**config.mk**
```make
export PLATFORM = sky130hd
export DESIGN_NAME = ibc_front
export DESIGN_NICKNAME = d
export VERILOG_FILES = /design/src/rtl/core/ibc_pkg.sv /design/src/rtl/core/ibc_front.sv
export SDC_FILE = /design/constraint.sdc
export NUM_CORES = 1
export LEC_CHECK = 0
export BUFFER_PORTS_ARGS = -buffer_cell sky130_fd_sc_hd__buf_2
export CAP_MARGIN = 40
export CORE_UTILIZATION = 30
export DETAILED_ROUTE_END_ITERATION = 10
export PLACE_DENSITY = 0.53
export SYNTH_ARGS = -nofsm -noshare
export SYNTH_HDL_FRONTEND = slang
export SYNTH_SLANG_ARGS = --single-unit
```
**constraint.sdc**
```tcl
create_clock -name clk -period 6.8 [get_ports clk]
set_input_delay 0.34 -clock clk [delete_from_list [all_inputs] [get_ports clk]]
set_output_delay 0.34 -clock clk [all_outputs]
set_load 0.005 [all_outputs]
```
**src/rtl/core/ibc_pkg.sv**
```systemverilog
// ----------------------------------------------------------------------------
// Instruction block cache package
// Shared sizes, command and status codes, queue entry type, block-end decode.
// ----------------------------------------------------------------------------
package ibc_pkg;

  localparam int IndexBits  = 7;
  localparam int BlockWords = 24;
  localparam int NumEntries = 1 << IndexBits;
  localparam int PosBits    = $clog2(BlockWords + 1);
  localparam int WordAddrBits = $clog2(NumEntries * BlockWords);

  localparam logic [1:0] KIND_LOOKUP = 2'd0;
  localparam logic [1:0] KIND_FILL   = 2'd1;
  localparam logic [1:0] KIND_INVAL  = 2'd2;
  localparam logic [1:0] KIND_NONE   = 2'd3;

  localparam logic [2:0] ST_HIT     = 3'd0;
  localparam logic [2:0] ST_MISS    = 3'd1;
  localparam logic [2:0] ST_FILL    = 3'd2;
  localparam logic [2:0] ST_INVAL   = 3'd3;
  localparam logic [2:0] ST_IGNORED = 3'd4;

  typedef struct packed {
    logic [1:0]  kind;
    logic [31:0] address;
    logic [31:0] length;
    logic [15:0] fill_word;
  } cmd_t;

  function automatic logic ends_block(input logic [15:0] w);
    logic [3:0] nib;
    logic [7:0] hi;
    nib = w[15:12];
    hi  = w[15:8];
    ends_block = (nib == 4'hA) || (nib == 4'hB) ||
                 (hi == 8'h89) || (hi == 8'h8B) || (hi == 8'h8D) ||
                 (hi == 8'h8F) || (hi == 8'hC3) ||
                 (w == 16'h402B) || (w == 16'h400B) || (w == 16'h000B) ||
                 (w == 16'h002B) || (w == 16'h0023) || (w == 16'h0003);
  endfunction

endpackage

```
**src/rtl/core/ibc_front.sv**
```systemverilog
// ----------------------------------------------------------------------------
// Instruction block cache front end
// Accepts commands, drops unused kinds, and queues them in a two-entry FIFO.
// ----------------------------------------------------------------------------
module ibc_front import ibc_pkg::*; (
  input  logic        clk,
  input  logic        rst_n,
  input  logic        start,
  input  cmd_t        cmd_in,
  output logic        busy,
  output logic        q_valid,
  output cmd_t        q_cmd,
  input  logic        q_pop
);

  cmd_t       fifo_r [2];
  logic [1:0] count_r, count_nxt;
  logic       rd_r, rd_nxt;
  logic       push;

  assign busy    = (count_r == 2'd2);
  assign push    = start && !busy && (cmd_in.kind != KIND_NONE);
  assign q_valid = (count_r != 2'd0);
  assign q_cmd   = fifo_r[rd_r];

  always_comb begin
    count_nxt = count_r + 2'(push) - 2'(q_pop);
    rd_nxt    = rd_r ^ q_pop;
  end

  always_ff @(posedge clk) begin
    if (push) fifo_r[rd_r ^ count_r[0]] <= cmd_in;
  end

  always_ff @(posedge clk) begin
    if (!rst_n) begin
      count_r <= '0;
      rd_r    <= 1'b0;
    end else begin
      count_r <= count_nxt;
      rd_r    <= rd_nxt;
    end
  end

endmodule

```
==> results.cfg, run 1 <==
[detailed_routing]
dr.first_iter.drc_count = 98
drc_errors = 0
dr_total_vias = 3107
length_of_the_first_detailed_routing_pass_in_iterations = 5
dr.max_layer_used = met4
wl_per_cell_um = 15.7
route.met3.wl_um = 751
route.layer.met1.wl_um = 4880
antenna_violation_net_count_after_detailed_routing = 0
avgViaCountPerCell = 4.15
totalWireLength_um = 11800
met2_wirelength_um = 6020

[worst_setup_path]
critPathLaunchType = register
endpoint_arrival_time_on_the_critical_path_ns = 2.66
critPathMaxFanout = 45
timing_worst_setup_path_type = register to output pin
path_cells = buf_4, mux2_2, buf_2
critical_path.endpoint_type = output pin
worstPathRequired_ns = 6.46
timing.critical_path.slowest_cell_delay_ns = 0.86
cp_slowest_cell = sky130_fd_sc_hd__dfxtp_4

[floorplanning]
chipHeight_um = 150
fp.dieArea_um2 = 22400
core_area_um2 = 21200
placementRows = 53
num_io_pins = 170
die_width_um = 150
start_util = 0.309

[global_route]
number_of_global_route_vias_before_repair = 3363
grt_first_pass_wirelength_um = 17400
grt_start_max_net_pins = 46
number_of_antenna_violations_at_the_first_check_in_global_routing = 0
groute.usage.overall = 0.106
leftover_overflow_at_the_end_of_global_routing = 0

[finish]
count_of_inserted_antenna_diode_cells = 0
post_route_cells_drive_above_1_share = 0.610
mostFrequentLayoutCell = sky130_fd_sc_hd__buf_2
postLayoutCoreUtil = 0.389
fin_area_um2 = 8260
layout.cells.most_common_list = sky130_fd_sc_hd__buf_2, sky130_fd_sc_hd__edfxtp_1, sky130_fd_sc_hd__mux2_4, sky130_fd_sc_hd__clkbuf_16
post_layout_nonfiller_instances = 749
flow.area_growth_from_synthesis_pct = 26.2
finish.net_count = 550

[clock_network]
numCtsBuffers = 17
post-cts-setup-buffer-count = 0
path_clk_slew_ns = 0.06
cts_num_sinks = 168
cts-root-buf = sky130_fd_sc_hd__clkbuf_16
clock_path_buffers = 2
cts.repair.resized = 0
postCtsHoldBufs = 0
clk-insertion-delay-late_ns = 0.41
cts_tree = built
ctsHtreeMaxLevel = 4

[yosys]
average_cell_area_after_synthesis_um2 = 23.6
synth-seq-cells = 168
ys_types = 19
netlist_area_pre_place_um2 = 6550
post_synth_main_area_contributors = sky130_fd_sc_hd__edfxtp_1, sky130_fd_sc_hd__mux2_4, sky130_fd_sc_hd__buf_12, sky130_fd_sc_hd__dfxtp_1, sky130_fd_sc_hd__ha_1
syn_inst = 278
yosys_top_cell_area_share = 0.752
seq_area_frac_synth = 0.764
synth.largest_area_cell = sky130_fd_sc_hd__edfxtp_1
postSynthNetCount = 366
yosysWarnings = 0

[place]
place.port_buffers = 169
placed_cell_areas_um2 = 7630
place_inst = 718
hpwlAfterDp_um = 7520
pre_cts_slack_ns = 4.18
gp_congestion = 0.656

[timing]
timing_hold_violations_final = 0
timing.max_slew.rel_slack = 0.444
post-route-period-util = 0.441
finalSetupViolCount = 0
fmax_ghz = 0.334
timing.final.crit_period_ns = 3.00
fin_worst_skew_ns = 0.00603
total_negative_setup_slack_ns = 0
slew_of_the_pin_with_the_lowest_slew_margin_ns = 0.834
unrepaired_setup_endpoints_after_global_routing = false
timing.final.max_slew_violations = 0
final.setup.worst_slack_ns = 3.80
timing.hold.ws_ns = 0.116

[power]
pwr_density_cell_nw_per_um2 = 330
fin_total_pwr_mw = 2.73
p_leak_nw = 3.22
peakVddDrop_mv = 0.159

[outcome]
status = complete, no violations

[worst_hold_path]
hold_path.class = input port to register

[run]
timing.max_cap.violations = 0
==> path summary, 6_finish.rpt <==
path	from	to	slack (ns)	cells past startpoint
worst max register to register	count_r[0]$_SDFF_PN0_	fifo_r[0][74]$_DFFE_PP_	4.94	3
worst max-delay path	register	q_cmd[79]	3.80	3
worst min register to register	rd_r$_SDFF_PN0_	register	0.66	2
worst min-delay path	cmd_in[70]	fifo_r[1][70]$_DFFE_PP_	0.12	1
==> worst max-delay path, delay by kind of cell (launching register included) <==
family / cells / cell delay, ns
buf+inv: 2 / 0.93
flops: 1 / 0.86
mux: 1 / 0.41
==> kinds of logic (layout without fill, tap and decap cells) <==
group,after synthesis,in the layout,share of synthesized area
DFF,168,168,0.764
muxes,82,82,0.187
and+or+nand+nor,11,11,0.0105
buffers and inverters,10,206,0.0267
AOI/OAI and AO/OA,3,3,0.00306
adders and majority gates,2,2,0.00382
xor gates and xnor gates,2,2,0.00478
==> report_power, final <==
group	internal, mW	switching [mW]
logic	0.202	0.170
registers	1.28	0.0431
clock network	0.651	0.384
total	2.13	0.597
==> flip-flops by register name, summed over array words and instances, names as in the netlist, named ones only <==
register,flops
fifo_r,164
rd_r,1
count_r,2
==> routing by layer <==
layer / global-route usage / vias to the layer above
met2: 0.183 / 98
met3: 0.0427 / 8
met1: 0.120 / 1534
met4: 0.0364 / 0
li1: - / 1467
met5: 0 / -
==> synthesized netlist by cell type <==
cell                       number
sky130_fd_sc_hd__inv_1          1
sky130_fd_sc_hd__buf_6          1
sky130_fd_sc_hd__buf_12         8
sky130_fd_sc_hd__nor2b_1        2
sky130_fd_sc_hd__or2_2          2
sky130_fd_sc_hd__a21bo_2        1
sky130_fd_sc_hd__a21oi_1        2
sky130_fd_sc_hd__nand2b_1       1
sky130_fd_sc_hd__or3_1          1
sky130_fd_sc_hd__nand2_1        1
sky130_fd_sc_hd__dfxtp_1        4
sky130_fd_sc_hd__ha_1           2
sky130_fd_sc_hd__xor2_1         1
sky130_fd_sc_hd__edfxtp_1     164
sky130_fd_sc_hd__mux2_4        80
sky130_fd_sc_hd__and2_1         3
sky130_fd_sc_hd__mux2_2         2
sky130_fd_sc_hd__or3b_1         1
sky130_fd_sc_hd__xnor3_1        1
==> area by class of cell <==
class	instances	area [um2]
Clock buffer	19	433
Clock inverter	12	199
Fill cell	1973	13000
Inverter	1	3.75
Multi-Input combinational cell	100	1390
Sequential cell	168	5010
Tap cell	275	344
Timing Repair Buffer	174	883
Power figures use the tool's default switching activity.
==> inputs of run 2 (changes only) <==
==> constraint.sdc (replaced) <==
create_clock -name clk -period 3.15 [get_ports clk]
set_input_delay 0.1575 -clock clk [delete_from_list [all_inputs] [get_ports clk]]
set_output_delay 0.1575 -clock clk [all_outputs]
set_load 0.005 [all_outputs]
==> results.cfg, run 2 (same netlist as run 1, synthesis figures left out) <==
[outcome]
status = complete, no violations

[finish]
post_route_cells_drive_above_1_share = 0.523
layout.area.seq_um2 = 5010
finish.net_count = 633
multiInputGateArea_um2 = 1390
mostFrequentLayoutCell = sky130_fd_sc_hd__buf_2
largest_register_ff_count = 164
filler_cell_count = 1947
count_of_inserted_antenna_diode_cells = 0
layout.cells.most_common_list = sky130_fd_sc_hd__buf_2, sky130_fd_sc_hd__edfxtp_1, sky130_fd_sc_hd__dlygate4sd3_1, sky130_fd_sc_hd__mux2_4, sky130_fd_sc_hd__clkbuf_16
flow.area_growth_from_synthesis_pct = 38.6

[timing]
unrepaired_setup_endpoints_after_global_routing = false
finalSetupViolCount = 0
timing.hold.ws_ns = 0.138
slew_of_the_pin_with_the_lowest_slew_margin_ns = 0.714
timing.final.max_slew_violations = 0
fin_worst_skew_ns = 0.00399
total_negative_setup_slack_ns = 0
timing.max_slew.rel_slack = 0.524
timing_hold_violations_final = 0
fmax_ghz = 0.508
post-route-period-util = 0.625
timing.final.crit_period_ns = 1.97

[clock_network]
ctsHtreeMaxLevel = 4
cts_tree = built
cts-root-buf = sky130_fd_sc_hd__clkbuf_16
cts_num_sinks = 168
path_clk_slew_ns = 0.06
clock_path_buffers = 2
postCtsHoldBufs = 83
numCtsBuffers = 17
post-cts-setup-buffer-count = 0
clk-insertion-delay-late_ns = 0.41
cts.repair.resized = 0

[floorplanning]
start_util = 0.309
placementRows = 53
fp.dieArea_um2 = 22400
num_io_pins = 170
die_width_um = 150
core_area_um2 = 21200
chipHeight_um = 150

[place]
gp_congestion = 0.682
hpwlAfterDp_um = 7630
place.port_buffers = 169

[detailed_routing]
totalWireLength_um = 12400
dr_total_vias = 3435
dr.first_iter.drc_count = 108
avgViaCountPerCell = 4.12
wl_per_cell_um = 14.9
length_of_the_first_detailed_routing_pass_in_iterations = 5
antenna_violation_net_count_after_detailed_routing = 0
drc_errors = 0

[global_route]
number_of_antenna_violations_at_the_first_check_in_global_routing = 0
leftover_overflow_at_the_end_of_global_routing = 0
grt.met3_usage = 0.0317
grt_util_met1 = 0.122
grtUsageMet2 = 0.200
grt_first_pass_wirelength_um = 18500
top_usage_layer = met2
groute.usage.overall = 0.112
grt_start_max_net_pins = 83
number_of_global_route_vias_before_repair = 3636

[worst_setup_path]
endpoint_arrival_time_on_the_critical_path_ns = 1.81
critical_path.endpoint_type = output pin
cp_slowest_cell = sky130_fd_sc_hd__buf_12
path_cells = buf_12, mux2_4, buf_2
critPathLaunchType = register
timing.critical_path.slowest_cell_delay_ns = 0.48
timing_worst_setup_path_type = register to output pin
critPathMaxFanout = 82
worstPathRequired_ns = 2.99

[run]
timing.max_cap.violations = 0

[power]
pwr_density_cell_nw_per_um2 = 645
peakVddDrop_mv = 0.366
p_leak_nw = 3.55

[worst_hold_path]
hold_path.class = input port to register
## run 2: changes by cell type in the layout (fill, tap and decap cells not counted), sizes merged
cell and change:
clkinvlp +3, bufinv -2, inv +2, dlygate4sd3 +83, clkinv -2
## run 2: final timing paths
kind	startpoint	endpoint	slack [ns]	cells past startpoint
worst max-delay path	register	q_cmd[4]	1.18	3
worst max register to register	count_r[0]$_SDFF_PN0_	fifo_r[0][16]$_DFFE_PP_	1.24	3
worst min register to register	count_r[1]$_SDFF_PN0_	count_r[1]$_SDFF_PN0_	0.69	2
worst min-delay path	q_pop	rd_r$_SDFF_PN0_	0.14	3
## run 2: layer usage
layer	up-vias	share of wire
li1	1634	-
met5	-	0
met4	0	0.019
met1	1680	0.43
met2	106	0.51
met3	15	0.046
## run 2: per-stage QoR
stage	std cells	utilization	setup WS, ns	area [um2]	total power [mW]
floorplan	278	-	0.562	6570	3.41
global placement	718	0.360	1.24	7640	3.70
detailed placement	718	0.360	1.21	7640	3.73
CTS	833	0.428	1.13	9080	5.95
global route	833	0.428	1.10	9080	6.11
finish	833	0.428	1.18	9080	5.85
## run 2: report_power, final
group          switching (mW)  internal (mW)
logic                   0.413          0.506
registers              0.0648           2.76
clock network           0.852           1.26
total                    1.33           4.52
## run 2: area by class of cell
cell class / instances / share of cell area
clock buffer: 19 / 0.0477
clock inverter: 13 / 0.0187
inverter: 1 / 0.000414
multi-input combinational: 100 / 0.153
sequential: 168 / 0.552
tap: 275 / 0.0379
timing repair buffer: 257 / 0.190
## run 2: critical path, delay by kind of cell, from the launching register on
kind	cells	cell delay (ns)
mux	1	0.35
buf+inv	2	0.62
flops	1	0.35
==> inputs of run 3 (changes only) <==
==> constraint.sdc (replaced) <==
create_clock -name clk -period 1.84 [get_ports clk]
set_input_delay 0.092 -clock clk [delete_from_list [all_inputs] [get_ports clk]]
set_output_delay 0.092 -clock clk [all_outputs]
set_load 0.005 [all_outputs]
==> results.cfg, run 3 (same netlist as run 1, synthesis figures left out) <==
[floorplanning]
die_width_um = 150
core_area_um2 = 21200
fp.dieArea_um2 = 22400
num_io_pins = 170
start_util = 0.309
chipHeight_um = 150
placementRows = 53

[power]
peakVddDrop_mv = 0.600
pwr_density_cell_nw_per_um2 = 1050
fin_total_pwr_mw = 9.59
p_leak_nw = 3.57

[worst_setup_path]
timing_worst_setup_path_type = input port to register
critical_path.endpoint_type = register
setup.reg_to_reg.worst_slack_ns = 0.11
critPathMaxFanout = 3
worst_r2r_endpoint = fifo_r[1][59]$_DFFE_PP_
timing.critical_path.from = cmd_in[80]
regToRegStartpoint = rd_r$_SDFF_PN0_
critPathLaunchType = input port
endpoint_arrival_time_on_the_critical_path_ns = 2.09
endpoint = count_r[1]$_SDFF_PN0_
worstPathRequired_ns = 2.18
reg2regPathDepth = 3

[global_route]
number_of_global_route_vias_before_repair = 3557
grt_first_pass_wirelength_um = 19000
number_of_antenna_violations_at_the_first_check_in_global_routing = 0
groute.usage.overall = 0.115
leftover_overflow_at_the_end_of_global_routing = 0
grt_start_max_net_pins = 55

[timing]
timing.final.crit_period_ns = 1.75
finalSetupViolCount = 0
fin_worst_skew_ns = 0.0101
timing.hold.ws_ns = 0.0455
slew_of_the_pin_with_the_lowest_slew_margin_ns = 0.467
post-route-period-util = 0.952
unrepaired_setup_endpoints_after_global_routing = false
timing_hold_violations_final = 0
timing.max_slew.rel_slack = 0.688
timing.final.max_slew_violations = 0
fmax_ghz = 0.571

[clock_network]
post-cts-setup-buffer-count = 0
cts_tree = built
cts_num_sinks = 168
path_clk_slew_ns = 0.06
cts-root-buf = sky130_fd_sc_hd__clkbuf_16
clock_path_buffers = 2
clk-insertion-delay-late_ns = 0.41
ctsHtreeMaxLevel = 4
numCtsBuffers = 17

[detailed_routing]
antenna_violation_net_count_after_detailed_routing = 0
dr_total_vias = 3465
length_of_the_first_detailed_routing_pass_in_iterations = 4
wl_per_cell_um = 15.3
avgViaCountPerCell = 4.14
dr.first_iter.drc_count = 151
drc_errors = 0
totalWireLength_um = 12800

[place]
place.port_buffers = 169
gp_congestion = 0.702
placed_cell_areas_um2 = 7760
hpwlAfterDp_um = 8220

[finish]
largest_register_ff_count = 164
fin_area_um2 = 9130
post_route_cells_drive_above_1_share = 0.523
flow.area_growth_from_synthesis_pct = 39.4
layout.cells.most_common_list = sky130_fd_sc_hd__buf_2, sky130_fd_sc_hd__edfxtp_1, sky130_fd_sc_hd__dlygate4sd3_1, sky130_fd_sc_hd__mux2_4, sky130_fd_sc_hd__clkbuf_16
mostFrequentLayoutCell = sky130_fd_sc_hd__buf_2
count_of_inserted_antenna_diode_cells = 0
finish.net_count = 637
postLayoutCoreUtil = 0.430

[run]
timing.max_cap.violations = 0

[worst_hold_path]
holdCritStartpoint = q_pop
hold_path.class = input port to register

[outcome]
status = complete, no violations
-- run 3: cell types whose count changed in the layout (fill, tap and decap cells not counted), sizes merged --
cell	before	now
bufinv	3	0
clkbuf	19	25
clkinv	1	5
inv	5	2
clkinvlp	5	2
buf	174	177
-- run 3: through the flow --
stage | TNS, ns | std cells | setup slack, ns
floorplan | -113.97 | 278 | -0.697
global placement | 0 | 721 | 0.137
detailed placement | 0 | 721 | 0.0907
CTS | 0 | 836 | 0.0167
global route | 0 | 837 | 0.0239
finish | 0 | 837 | 0.0891
-- run 3: per-layer routing --
metal / share of wire / GRT usage
met1: 0.44 / 0.136
met2: 0.50 / 0.195
met3: 0.056 / 0.0345
met4: 0.013 / 0.0485
met5: 0 / 0
-- run 3: cell type report --
| type | instances | area (um2) |
|---|---|---|
| sequential | 168 | 5010 |
| timing repair buffer | 261 | 1870 |
| clock inverter | 8 | 50.0 |
| inverter | 1 | 3.75 |
| clock buffer | 24 | 452 |
| fill | 1972 | 12100 |
| tap | 275 | 344 |
| multi-input combinational | 100 | 1400 |
-- run 3: worst max-delay path, stage by stage --
cell and delay [ns]:
sky130_fd_sc_hd__dlygate4sd3_1 0.53, sky130_fd_sc_hd__buf_2 0.14, sky130_fd_sc_hd__a21bo_2 0.26, sky130_fd_sc_hd__or2_2 0.29, sky130_fd_sc_hd__ha_1 0.27, sky130_fd_sc_hd__inv_1 0.05, sky130_fd_sc_hd__ha_1 0.14, sky130_fd_sc_hd__xnor3_1 0.21
sky130_fd_sc_hd__nor2b_1 0.12
-- run 3: how the worst min path moves through the flow --
stage | end | slack [ns] | cells after the start
finish | rd_r$_SDFF_PN0_ | 0.05 | 3
global route | rd_r$_SDFF_PN0_ | 0.03 | 3
CTS | rd_r$_SDFF_PN0_ | 0.01 | 3
detailed placement | fifo_r[1][47]$_DFFE_PP_ | 0.28 | 1
global placement | fifo_r[1][61]$_DFFE_PP_ | 0.28 | 1
floorplan | fifo_r[0][0]$_DFFE_PP_ | 0.19 | 0
-- run 3: report_power, final --
part / internal [mW] / switching [mW]
Clock: 1.72 / 1.35
Sequential: 4.72 / 0.120
Combinational: 0.959 / 0.728
Total: 7.39 / 2.19
-- run 3: timing repair --
action | CTS | global route
hold buffers | 83 | 0
endpoints found under the hold margin | 168 | 0
resized for setup | 0 | 1
endpoints found under the setup margin | 0 | 1
